`config.mk`:
```
export PLATFORM = sky130hd
export DESIGN_NAME = oli_cell
export DESIGN_NICKNAME = d
export VERILOG_FILES = /design/src/hw/rtl/oli_pkg.sv /design/src/hw/rtl/oli_cell.sv
export SDC_FILE = /design/constraint.sdc
export NUM_CORES = 1
export LEC_CHECK = 0
export ABC_AREA = 1
export BUFFER_PORTS_ARGS = -buffer_cell sky130_fd_sc_hd__buf_4
export CORE_MARGIN = 2
export CORE_UTILIZATION = 40
export DETAILED_ROUTE_END_ITERATION = 16
export PLACE_DENSITY = 0.86
export SYNTH_ARGS = -nofsm -noshare
export SYNTH_HDL_FRONTEND = slang
export SYNTH_SLANG_ARGS = --single-unit
export TNS_END_PERCENT = 50
```
`constraint.sdc`:
```
create_clock -name i_clk -period 6.4 [get_ports i_clk]
set_clock_uncertainty 0.1 [all_clocks]
set_input_delay 0.96 -clock i_clk [delete_from_list [all_inputs] [get_ports i_clk]]
set_output_delay 0.96 -clock i_clk [all_outputs]
set_load 0.005 [all_outputs]
```
`src/hw/rtl/oli_pkg.sv`:
```
// Package for the ordered list block: command and status codes, widths,
// default sizes and the control word broadcast to the storage cells.
// No dependencies.
`timescale 1ns / 1ps
`default_nettype none

package oli_pkg;

    // Fixed field widths of the command and response beats
    localparam int DATA_W = 32;
    localparam int CMD_W  = 3;
    localparam int ST_W   = 2;

    // Default sizes
    localparam int CAPACITY_DEF    = 64;
    localparam int VALUE_WIDTH_DEF = 32;
    localparam int CNT_W_DEF       = $clog2(CAPACITY_DEF + 1);

    // Largest supported capacity sets the width of the cell control word
    localparam int CAPACITY_MAX = 4096;
    localparam int CTL_W        = $clog2(CAPACITY_MAX + 1);

    // Cells per first-level group of the read tree
    localparam int GRP = 8;

    typedef enum logic [CMD_W-1:0] {
        CMD_APPEND   = 3'd0,
        CMD_INSERT   = 3'd1,
        CMD_REMOVE   = 3'd2,
        CMD_SET      = 3'd3,
        CMD_GET_AT   = 3'd4,
        CMD_GET_LAST = 3'd5,
        CMD_CLEAR    = 3'd6
    } t_cmd;

    typedef enum logic [ST_W-1:0] {
        ST_OK    = 2'd0,
        ST_FULL  = 2'd1,
        ST_RANGE = 2'd2
    } t_status;

    // Broadcast to every cell in the update cycle
    typedef struct packed {
        logic             wr;   // load new value at index pos
        logic             up;   // cells pos+1..cnt take left neighbour
        logic             dn;   // cells pos..cnt-2 take right neighbour
        logic [CTL_W-1:0] pos;
        logic [CTL_W-1:0] cnt;
    } t_cell_ctl;

endpackage

`default_nettype wire

```
`src/hw/rtl/oli_cell.sv`:
```
// One storage cell of the ordered list: holds one entry and takes a new
// value, its left or right neighbour, or holds. Depends on oli_pkg.
`timescale 1ns / 1ps
`default_nettype none

module oli_cell #(
    parameter int IDX = 0,
    parameter int W   = oli_pkg::VALUE_WIDTH_DEF
) (
    input  wire                     i_clk,
    input  wire oli_pkg::t_cell_ctl i_ctl,
    input  wire [W-1:0]             i_new,
    input  wire [W-1:0]             i_left,
    input  wire [W-1:0]             i_right,
    output logic [W-1:0]            o_val
);

    localparam logic [oli_pkg::CTL_W-1:0] MY_IDX = oli_pkg::CTL_W'(IDX);
    localparam logic [oli_pkg::CTL_W-1:0] NX_IDX = oli_pkg::CTL_W'(IDX + 1);

    logic [W-1:0] r_val;
    logic [W-1:0] n_val;
    logic         w_hit_wr;
    logic         w_hit_up;
    logic         w_hit_dn;

    // Own-index decode of the broadcast control word
    assign w_hit_wr = i_ctl.wr && (i_ctl.pos == MY_IDX);
    assign w_hit_up = i_ctl.up && (MY_IDX > i_ctl.pos) && (MY_IDX <= i_ctl.cnt);
    assign w_hit_dn = i_ctl.dn && (MY_IDX >= i_ctl.pos) && (NX_IDX < i_ctl.cnt);

    always_comb begin
        n_val = r_val;
        if (w_hit_wr) begin
            n_val = i_new;
        end else if (w_hit_up) begin
            n_val = i_left;
        end else if (w_hit_dn) begin
            n_val = i_right;
        end
    end

    // Payload only, no reset
    always_ff @(posedge i_clk) begin
        r_val <= n_val;
    end

    assign o_val = r_val;

endmodule

`default_nettype wire

```
Yosys cells after proc, flatten, opt, wreduce, memory -nomap -nowiden
Index checks and enable logic that the tools add are counted.
{ "word_totals": {"elab_cells": 15, "regBits": 32, "inputBits": 126, "out_inout_bits": 32} }
{ "classes": {"n_mux": 3, "n_lt_le_gt_ge": 4, "n_reduce_logical": 7} }
{ "op_table": {"columns": ["cell", "count"], "rows": [
  ["2-to-1 mux 32 bit", 3],
  [">= comparator 1 x 13 -> 1 bit (first input constant)", 1],
  ["greater-than comparator 1 x 13 -> 1 bit (first input constant)", 1],
  ["less-or-equal comparator 1 x 13 -> 1 bit (first input constant)", 1],
  ["logical NOT 13 bit", 1],
  ["less-than comparator 1 x 13 -> 1 bit (first input constant)", 1],
  ["logical AND 1 bit", 5],
  ["nonzero test 3 bit", 1]
]} }

Depth between registers and ports, before layout
Gate-level depths: netlist of the first run.
{ "logic_depth": {"depth_word": 6, "depth_mapped": 7, "depth_no_buf": 7} }

Worst setup path after synthesis of the first run
OpenSTA, ideal clock, no wires.
{ "synth_path": {"path_type": "in2reg", "start": "in i_ctl[16] (netlist name)", "end": "reg r_val[0], in the netlist o_val[0], enable pin", "setup_ns": 0.389, "slack_ns": 3.611, "t_arrival_ns": 2.299, "stages": 6, "path_cell_list": "nor2_1 -> nand2_1 -> nor2_4 -> nand3_4 -> buf_6 -> nand2_1"} }
{ "synth_between": {"elab_chain_cells": 4, "word_cells_on_any_way": 9, "cone_classes": "2 x order compare; 7 x reduce/logical"} }
{ "synth_lines": {"columns": ["element", "line_no", "rtl"], "rows": [
  ["start: declaration", "oli_cell.sv:11", "input wire oli_pkg::t_cell_ctl i_ctl,"],
  ["greater-than comparator 1 x 13 -> 1 bit or >= comparator 1 x 13 -> 1 bit (tied branches)", "oli_cell.sv:29, oli_cell.sv:30", null],
  ["logical AND 1 bit (on tied branches) (2 in series)", "oli_cell.sv:29, oli_cell.sv:30", null],
  ["nonzero test 3 bit (no source line) *", null, null],
  ["end signal: assignment", "oli_cell.sv:45", "r_val <= n_val;"],
  ["end: declaration", "oli_cell.sv:21", "logic [W-1:0] r_val;"]
]} }
Mark *: on every way between the ends. The rest lies on a longest branch, timed or not.
A chain may end at the register's enable or synchronous reset.

Worst setup path after layout of the first run
{ "layout_path": {"start": "in i_ctl[16] (netlist name)", "end": "reg r_val[21], in the netlist o_val[21], enable pin"} }
The elaborated chain is that of the path after synthesis.

==> results of run 1 <==
==> metrics by stage <==
step	std cells	utilization, %	hold WS, ps	setup slack (ps)	cell area (sq um)
6_report	349	66.1	842	2790	2660
5_1_grt	349	66.1	852	2560	2660
4_1_cts	349	66.1	837	2780	2660
3_5_place_dp	342	64.2	1130	2490	2580
3_3_place_gp	342	64.2	1120	2530	2580
2_1_floorplan	181	-	1040	3610	1690
==> layout make-up <==
type,count,area share [%]
tap,50,2.35
inverter,8,1.13
multi-input combinational,128,22.6
clock inverter,1,0.188
timing repair buffer,124,35.0
clock buffer,6,2.73
sequential,32,36.1
==> worst max-delay path by stage <==
| stage | from | to | slack [ps] | cells past startpoint |
|---|---|---|---|---|
| floorplan | i_ctl[16] | o_val[0]$_DFFE_PP_ | 3610 | 6 |
| global placement | i_ctl[21] | o_val[25]$_DFFE_PP_ | 2530 | 7 |
| detailed placement | i_ctl[21] | o_val[25]$_DFFE_PP_ | 2490 | 7 |
| CTS | i_ctl[16] | o_val[27]$_DFFE_PP_ | 2780 | 7 |
| global route | i_ctl[16] | o_val[28]$_DFFE_PP_ | 2560 | 7 |
| finish | i_ctl[16] | o_val[21]$_DFFE_PP_ | 2790 | 7 |
==> logic make-up after synthesis <==
group	after synthesis	synth area share (%)
DFF	32	57.0
buffers and inverters	21	7.42
and+or+nand+nor	128	35.6
==> worst min-delay path: cells and delay by family <==
kind	cells	cell delay, ps
and+or+nand+nor	2	80
buffers and inverters	1	80
==> cell usage in the layout, fill, tap and decap left out <==
| cell | Yosys | final |
|---|---|---|
| nand3_1 | 3 | 3 |
| clkinv_2 | 0 | 1 |
| clkbuf_8 | 0 | 5 |
| edfxtp_1 | 32 | 32 |
| clkbuf_1 | 3 | 1 |
| nand2_1 | 75 | 75 |
| nor2_2 | 2 | 2 |
| nand3_4 | 1 | 1 |
| nor2_4 | 2 | 2 |
| nand4_1 | 32 | 32 |
| or2_2 | 1 | 1 |
| nor2_1 | 12 | 12 |
| inv_1 | 8 | 8 |
| buf_4 | 6 | 124 |
==> metal layers <==
layer / track usage [%] / part of all wire (%) / up-vias / routed length, microns
li1: - / - / 858 / -
met1: 21.1 / 36 / 771 / 1750
met2: 36.4 / 53 / 85 / 2530
met3: 5.03 / 9.2 / 9 / 444
met4: 9.31 / 1.8 / 0 / 89
met5: 0 / 0 / - / 0
==> report_power, final <==
group          switching [mW]  internal, mW
sequential          0.0000101         0.230
clock                  0.0734        0.0739
combinational          0.0212        0.0405
==> flow_metrics.py, run 1 <==
metrics = {
    "final_layout": {
        "fillers": 352,
        "areaGrowthSynthToFinish_pct": 57.9,
        "multiInputGateArea_sq_um": 601,
        "antenna_cells": 0,
        "layout.nets": 425,
        "largest_reg_flops": 32,
        "regArea_sq_um": 961,
        "final_layout_size_suffix_gt1_share_pct": 45.5,
    },
    "floorplan": {
        "rows": 23,
        "die_y_microns": 68.9,
        "dieArea_sq_um": 4750,
        "start_util_pct": 41.9,
        "ios": 158,
        "core_sq_um": 4030,
        "die_w_microns": 68.9,
    },
    "timing": {
        "clock.fmax_mhz": 277,
        "hold_viol_final": 0,
        "fin_setup_tns_ps": 0,
        "min_period_ps": 3610,
        "rsz0062_at_grt": "no",
        "tightest_slew_ps": 782,
        "setup_viol": 0,
        "slew_violations": 0,
        "relSlewSlack_pct": 47.8,
        "fin_crit_sh_pct": 56.4,
    },
    "power": {
        "peakVddDrop_mv": 0.114,
        "total_power_uw": 439,
        "p_leak_nw": 1.28,
        "power-per-cell-area_nw_per_um2": 165,
    },
    "routing": {
        "routed_wl_mm": 4.82,
        "routedWlPerCell_microns": 13.8,
        "avgViaCountPerCell": 4.94,
        "dr.first_iter.drc_count": 127,
        "num_vias": 1723,
        "dr.pass1.iters": 4,
        "remaining_drc_errors": 0,
        "antenna_left": 0,
    },
    "worst_setup_path": {
        "path_max_fanout": 33,
        "cpPeakStageDelay_ps": 650,
        "path_class": "in -> reg",
        "cp.arrival_ps": 3480,
        "end_kind": "register",
        "path_buf_inv": 2,
        "cp.required_ps": 6270,
        "crit_slowest_cell": "nand2_1",
        "start_kind": "input port",
        "critPathTopFamily": "simple AND/OR/NAND/NOR gates",
        "worstPathCellList": "buf_4 -> nor2_1 -> nand2_1 -> nor2_4 -> nand3_4 -> nand2_1 -> buf_4",
    },
    "grt": {
        "grt_pass1_wl_mm": 6.92,
        "antenna_found_initial": 0,
        "grt.total_usage_pct": 19.8,
        "grt_max_degree": 34,
        "grt_overflow": 0,
        "grt_pass1_vias": 1617,
    },
    "clocking": {
        "cts_setup_buffers": 0,
        "htreeDepth": 2,
        "clock-sinks": 32,
        "root_buffer": "clkbuf_8",
        "cts.repair.resized": 0,
        "cts_inserted_buffers": 5,
        "clockBufferDepth": 2,
        "clkTransAtPathRegs_ps": 70,
        "tritoncts": "done",
        "postCtsHoldBufs": 0,
    },
    "synth": {
        "synth_ff_type": "edfxtp_1",
        "ys_ff_latch": 32,
        "ys_seq_area_share_pct": 57.0,
        "yosys-top-cells-count": "nand2_1, edfxtp_1, nand4_1",
        "yosys.cell_count.top_type": "nand2_1",
        "yosysWarnings": 0,
        "synth_async_sr_flop_share_pct": 0,
        "synth_fp_nets": 307,
        "synth_enable_flop_cells": 32,
        "ys_top_cells_by_area": "edfxtp_1, nand2_1, nand4_1",
        "synth_top_area_share_pct": 57.0,
        "yosysTopAreaCell": "edfxtp_1",
        "netlist_instances": 181,
        "synth_area_sq_um": 1690,
        "syn_avg_cell_area_sq_um": 9.32,
        "synth_cell_types": 14,
    },
    "status": {
        "status": "completed",
    },
    "min_path": {
        "worstHoldStart": "i_right[6]",
        "hold_path_class": "in -> reg",
        "hold_depth": 3,
        "worst_hold_path.endpoint": "o_val[6]$_DFFE_PP_",
    },
    "placement": {
        "io_buffers": 123,
        "gp_congestion": 0.726,
        "post-dp-hpwl_mm": 3.57,
    },
    "flow_run": {
        "cap_violations": 0,
    },
}
Note: power is estimated with default switching activity, not from simulation.
==> run 2, diff against run 1 <==
ABC_AREA = 0   (was 1)
CORE_UTILIZATION = 32   (was 40)
PLACE_DENSITY = 0.76   (was 0.86)
clock period = 3.1 ns   (was 6.4 ns; I/O delays follow)
==> run 2 against run 1 <==
  * Routed wire length decreased by 24%
  * Combinational power increased by 100%
  * Final cell count decreased by 21%
  * First-iteration DRC count decreased by 88%
==> flow_metrics.py, run 2 <==
metrics = {
    "timing": {
        "fin_crit_sh_pct": 66.0,
        "hold_viol_final": 0,
        "min_period_ps": 2050,
        "fin_setup_tns_ps": 0,
        "relSlewSlack_pct": 63.6,
        "clock.fmax_mhz": 489,
        "slew_violations": 0,
        "setup_ws_ps": 1050,
        "fin_hold_ws_ps": 387,
        "rsz0062_at_grt": "no",
        "tightest_slew_ps": 541,
        "setup_viol": 0,
    },
    "clocking": {
        "cts_setup_buffers": 0,
        "tritoncts": "done",
        "cts.repair.resized": 0,
        "clock-sinks": 32,
        "clkTransAtPathRegs_ps": 60,
        "root_buffer": "clkbuf_8",
        "htreeDepth": 2,
        "postCtsHoldBufs": 0,
        "clockBufferDepth": 2,
        "cts_inserted_buffers": 5,
    },
    "final_layout": {
        "final-instance-count-excl-fill": 277,
        "antenna_cells": 0,
        "final_layout_size_suffix_gt1_share_pct": 80.0,
        "largest_reg_flops": 32,
        "final_cell_mix": "buf_4, edfxtp_1, mux2_4, clkbuf_8",
        "fin_area_sq_um": 2660,
        "layout.nets": 335,
        "final_common_cell": "buf_4",
        "areaGrowthSynthToFinish_pct": 66.2,
    },
    "grt": {
        "grt_pass1_vias": 1263,
        "grt.total_usage_pct": 13.3,
        "grt_pass1_wl_mm": 5.35,
        "grt_max_degree": 33,
        "grt_overflow": 0,
        "antenna_found_initial": 0,
    },
    "placement": {
        "io_buffers": 123,
        "pre_cts_slack_ps": 739,
        "place_inst": 269,
        "placed_area_sq_um": 2580,
        "gp_congestion": 0.715,
    },
    "worst_setup_path": {
        "path_max_fanout": 32,
        "cp.arrival_ps": 1930,
        "start_kind": "input port",
        "path_class": "in -> reg",
        "end_kind": "register",
        "cp.required_ps": 2990,
        "startpoint": "i_ctl[4]",
    },
    "synth": {
        "synth_ff_type": "edfxtp_1",
        "netlist_instances": 81,
        "synth_async_sr_flop_share_pct": 0,
        "yosys.cell_count.top_type": "edfxtp_1",
        "yosysWarnings": 0,
        "synth_enable_flop_cells": 32,
        "synth_cell_types": 14,
        "syn_avg_cell_area_sq_um": 19.8,
        "synth_fp_nets": 207,
        "yosysTopAreaCell": "edfxtp_1",
        "ys_seq_area_share_pct": 60.0,
        "synth_area_sq_um": 1600,
        "yosys-top-cells-count": "edfxtp_1, mux2_4, buf_12",
        "ys_top_cells_by_area": "edfxtp_1, mux2_4, buf_12",
        "synth_top_area_share_pct": 60.0,
        "ys_ff_latch": 32,
    },
    "power": {
        "seqPwrFrac_pct": 53.3,
        "pwr-share-clk_pct": 32.7,
        "intPower_uw": 727,
        "peakVddDrop_mv": 0.187,
        "switching_share_pct": 18.5,
        "p_switching_uw": 165,
        "p_leak_nw": 1.16,
        "combPwrFrac_pct": 13.9,
        "power-per-cell-area_nw_per_um2": 335,
    },
    "routing": {
        "avgViaCountPerCell": 4.30,
        "routedWlPerCell_microns": 13.3,
        "remaining_drc_errors": 0,
        "antenna_left": 0,
        "dr.pass1.iters": 2,
        "dr.first_iter.drc_count": 15,
        "routed_wl_mm": 3.67,
        "num_vias": 1190,
    },
    "floorplan": {
        "dieArea_sq_um": 5580,
        "rows": 25,
        "ios": 158,
        "start_util_pct": 33.4,
        "die_w_microns": 74.7,
        "die_y_microns": 74.7,
        "core_sq_um": 4790,
    },
    "status": {
        "status": "completed",
    },
    "min_path": {
        "worst_hold_path.endpoint": "o_val[23]$_DFFE_PP_",
        "hold_path_class": "in -> reg",
        "worstHoldStart": "i_new[23]",
        "hold_depth": 2,
    },
    "flow_run": {
        "cap_violations": 0,
    },
}
run 2: cells by family (layout without fill, tap and decap cells):
| group | Yosys count | in the layout | synth area share (%) |
|---|---|---|---|
| DFF | 32 | 32 | 60.0 |
| muxes | 32 | 32 | 29.6 |
| AOI/OAI and AO/OA | 1 | 1 | 0.469 |
| and+or+nand+nor | 12 | 12 | 5.47 |
| buffers and inverters | 4 | 133 | 4.46 |
run 2: power by group through the flow:
stage	registers [mW]	logic, mW	clock network (mW)
3_5_place_dp	0.485	0.126	0
5_1_grt	0.475	0.133	0.322
3_3_place_gp	0.485	0.123	0
4_1_cts	0.476	0.126	0.307
6_report	0.476	0.124	0.292
2_1_floorplan	0.485	0.0328	0
run 2: metrics by stage:
step                util (%)  power, mW
finish                  55.6      0.892
global route            55.6      0.931
CTS                     55.6      0.908
detailed placement      53.9      0.611
global placement        53.9      0.608
floorplan                  -      0.518
run 2: how the worst max path moves through the flow:
stage	slack (ps)	cells after the start	end
detailed placement	740	5	o_val[20]$_DFFE_PP_
floorplan	310	3	o_val[0]$_DFFE_PP_
global placement	750	5	o_val[14]$_DFFE_PP_
global route	940	5	o_val[16]$_DFFE_PP_
CTS	1030	5	o_val[17]$_DFFE_PP_
finish	1050	5	o_val[15]$_DFFE_PP_
run 2: critical path, stage by stage:
cell and delay (ps):
buf_4 110, or4_1 520, nor4_1 430, a211oi_4 110, buf_4 280
run 2: routing by layer:
metal  up-vias  share of wire, %  routed length [microns]  track usage (%)
li1        579                 -                        -                -
met5         -                 0                        0                0
met1       527                32                     1190             11.9
met4         0               1.6                       59             6.75
met3         4               9.3                      343             4.28
met2        80                57                     2080             26.1
run 2: area by class of cell:
class                      instances  area, sq um
timing repair buffer             125          951
multi-input combinational         45          582
tap                               67         83.8
clock buffer                       5         68.8
clock inverter                     3         13.8
sequential                        32          961
fill                             413         2130
==> run 3, diff against run 2 <==
clock period = 1.73 ns   (was 3.1 ns; I/O delays follow)
==> run 3 against run 2 <==
  * Critical path depth did not move
  * Sequential cell count is the same
  * Setup slack got worse by 930 ps
  * Non-clock buffer count grew 5
  * Routed wire length grew 11%
  * Worst hold slack worse by 210 ps
  * Cell area grew 3.9%
  * Largest cell class is now non-clock buffers
  * Combinational power increased by 86%
  * Sequential power is 79% higher
  * Count of clock-buffer cells in the layout did not move
  * Final cell count rose by 1.8%
  * Critical endpoint is now o_val[8]$_DFFE_PP_
  * Total power up 97%
==> flow_metrics.py, run 3 (synthesized netlist as in run 2, its figures left out) <==
metrics = {
    "final_layout": {
        "areaGrowthSynthToFinish_pct": 72.7,
        "final-instance-count-excl-fill": 282,
        "antenna_cells": 0,
        "layout.nets": 340,
        "largest_reg_flops": 32,
        "final_layout_size_suffix_gt1_share_pct": 80.0,
        "final_cell_mix": "buf_4, edfxtp_1, mux2_4, clkbuf_8, buf_12",
        "final_common_cell": "buf_4",
        "fin_area_sq_um": 2760,
        "fillers": 417,
    },
    "clocking": {
        "root_buffer": "clkbuf_8",
        "cts_setup_buffers": 0,
        "htreeDepth": 2,
        "tritoncts": "done",
        "clock-sinks": 32,
        "clockBufferDepth": 2,
        "cts_inserted_buffers": 5,
        "clkTransAtPathRegs_ps": 70,
        "cts.repair.resized": 0,
        "postCtsHoldBufs": 0,
    },
    "timing": {
        "tightest_slew_ps": 331,
        "min_period_ps": 1610,
        "slew_violations": 0,
        "rsz0062_at_grt": "no",
        "setup_viol": 0,
        "fin_hold_ws_ps": 180,
        "fin_crit_sh_pct": 92.8,
        "clock.fmax_mhz": 623,
        "hold_viol_final": 0,
        "setup_ws_ps": 125,
        "relSlewSlack_pct": 77.8,
    },
    "floorplan": {
        "ios": 158,
        "dieArea_sq_um": 5580,
        "die_w_microns": 74.7,
        "start_util_pct": 33.4,
        "die_y_microns": 74.7,
        "core_sq_um": 4790,
        "rows": 25,
    },
    "worst_setup_path": {
        "cp.required_ps": 1650,
        "path_class": "in -> reg",
        "path_max_fanout": 8,
        "end_kind": "register",
        "start_kind": "input port",
        "cp.arrival_ps": 1530,
    },
    "placement": {
        "io_buffers": 123,
        "post-dp-hpwl_mm": 3.46,
        "place_inst": 274,
        "placed_area_sq_um": 2660,
        "gp_congestion": 0.755,
        "pre_cts_slack_ps": -179,
    },
    "routing": {
        "dr.first_iter.drc_count": 29,
        "antenna_left": 0,
        "avgViaCountPerCell": 4.32,
        "routedWlPerCell_microns": 14.5,
        "routed_wl_mm": 4.08,
        "remaining_drc_errors": 0,
        "num_vias": 1218,
        "dr.pass1.iters": 4,
    },
    "power": {
        "total_power_mw": 1.76,
        "peakVddDrop_mv": 0.353,
        "p_leak_nw": 1.21,
        "power-per-cell-area_nw_per_um2": 637,
    },
    "grt": {
        "grt.total_usage_pct": 14.7,
        "grt_pass1_vias": 1282,
        "grt_overflow": 0,
        "grt_pass1_wl_mm": 5.84,
        "grt_max_degree": 18,
        "antenna_found_initial": 0,
    },
    "flow_run": {
        "cap_violations": 0,
    },
    "status": {
        "status": "completed",
    },
    "min_path": {
        "hold_path_class": "in -> reg",
    },
}
-- run 3: changes by cell type in the layout (fill, tap and decap cells not counted), sizes merged --
cell | before | now
bufinv | 0 | 1
clkinv | 3 | 2
buf | 125 | 130
-- run 3: metrics by stage --
| step | util, % | setup TNS, ps |
|---|---|---|
| after floorplan | - | -11240 |
| after global placement | 55.5 | -7650 |
| after detailed placement | 55.5 | -9320 |
| after CTS | 57.8 | 0 |
| after global routing | 57.8 | 0 |
| final | 57.8 | 0 |
-- run 3: report_power, final --
group / switching, mW / internal [mW] / leakage, nW / total, mW
logic: 0.0499 / 0.181 / 0.866 / 0.231
registers: 0.0000269 / 0.852 / 0.287 / 0.852
clock network: 0.257 / 0.419 / 0.0532 / 0.676
total: 0.307 / 1.45 / 1.21 / 1.76
-- run 3: layout make-up --
cell class	count	area [sq um]	share of cell area, %
clock buffers	5	68.8	2.49
clock inverters	3	37.5	1.36
multi-input cells	45	599	21.7
flip-flops and latches	32	961	34.8
well taps	67	83.8	3.03
repair buffers	130	1010	36.7
-- run 3: metal layers --
layer / track usage [%] / routed length (microns)
met5: 0 / 0
met4: 7.74 / 82
met3: 2.68 / 196
met2: 29.7 / 2570
met1: 13.6 / 1230
-- run 3: final timing paths --
check | startpoint | to | slack (ps) | depth (start not counted)
worst min-delay path | i_right[25] | o_val[25]$_DFFE_PP_ | 180 | 2
worst max-delay path | i_ctl[21] | o_val[8]$_DFFE_PP_ | 120 | 5
-- run 3: critical path: stages --
cell	delay (ps)
buf_4	120
nor4_4	300
and4_2	320
buf_4	210
mux2_4	320
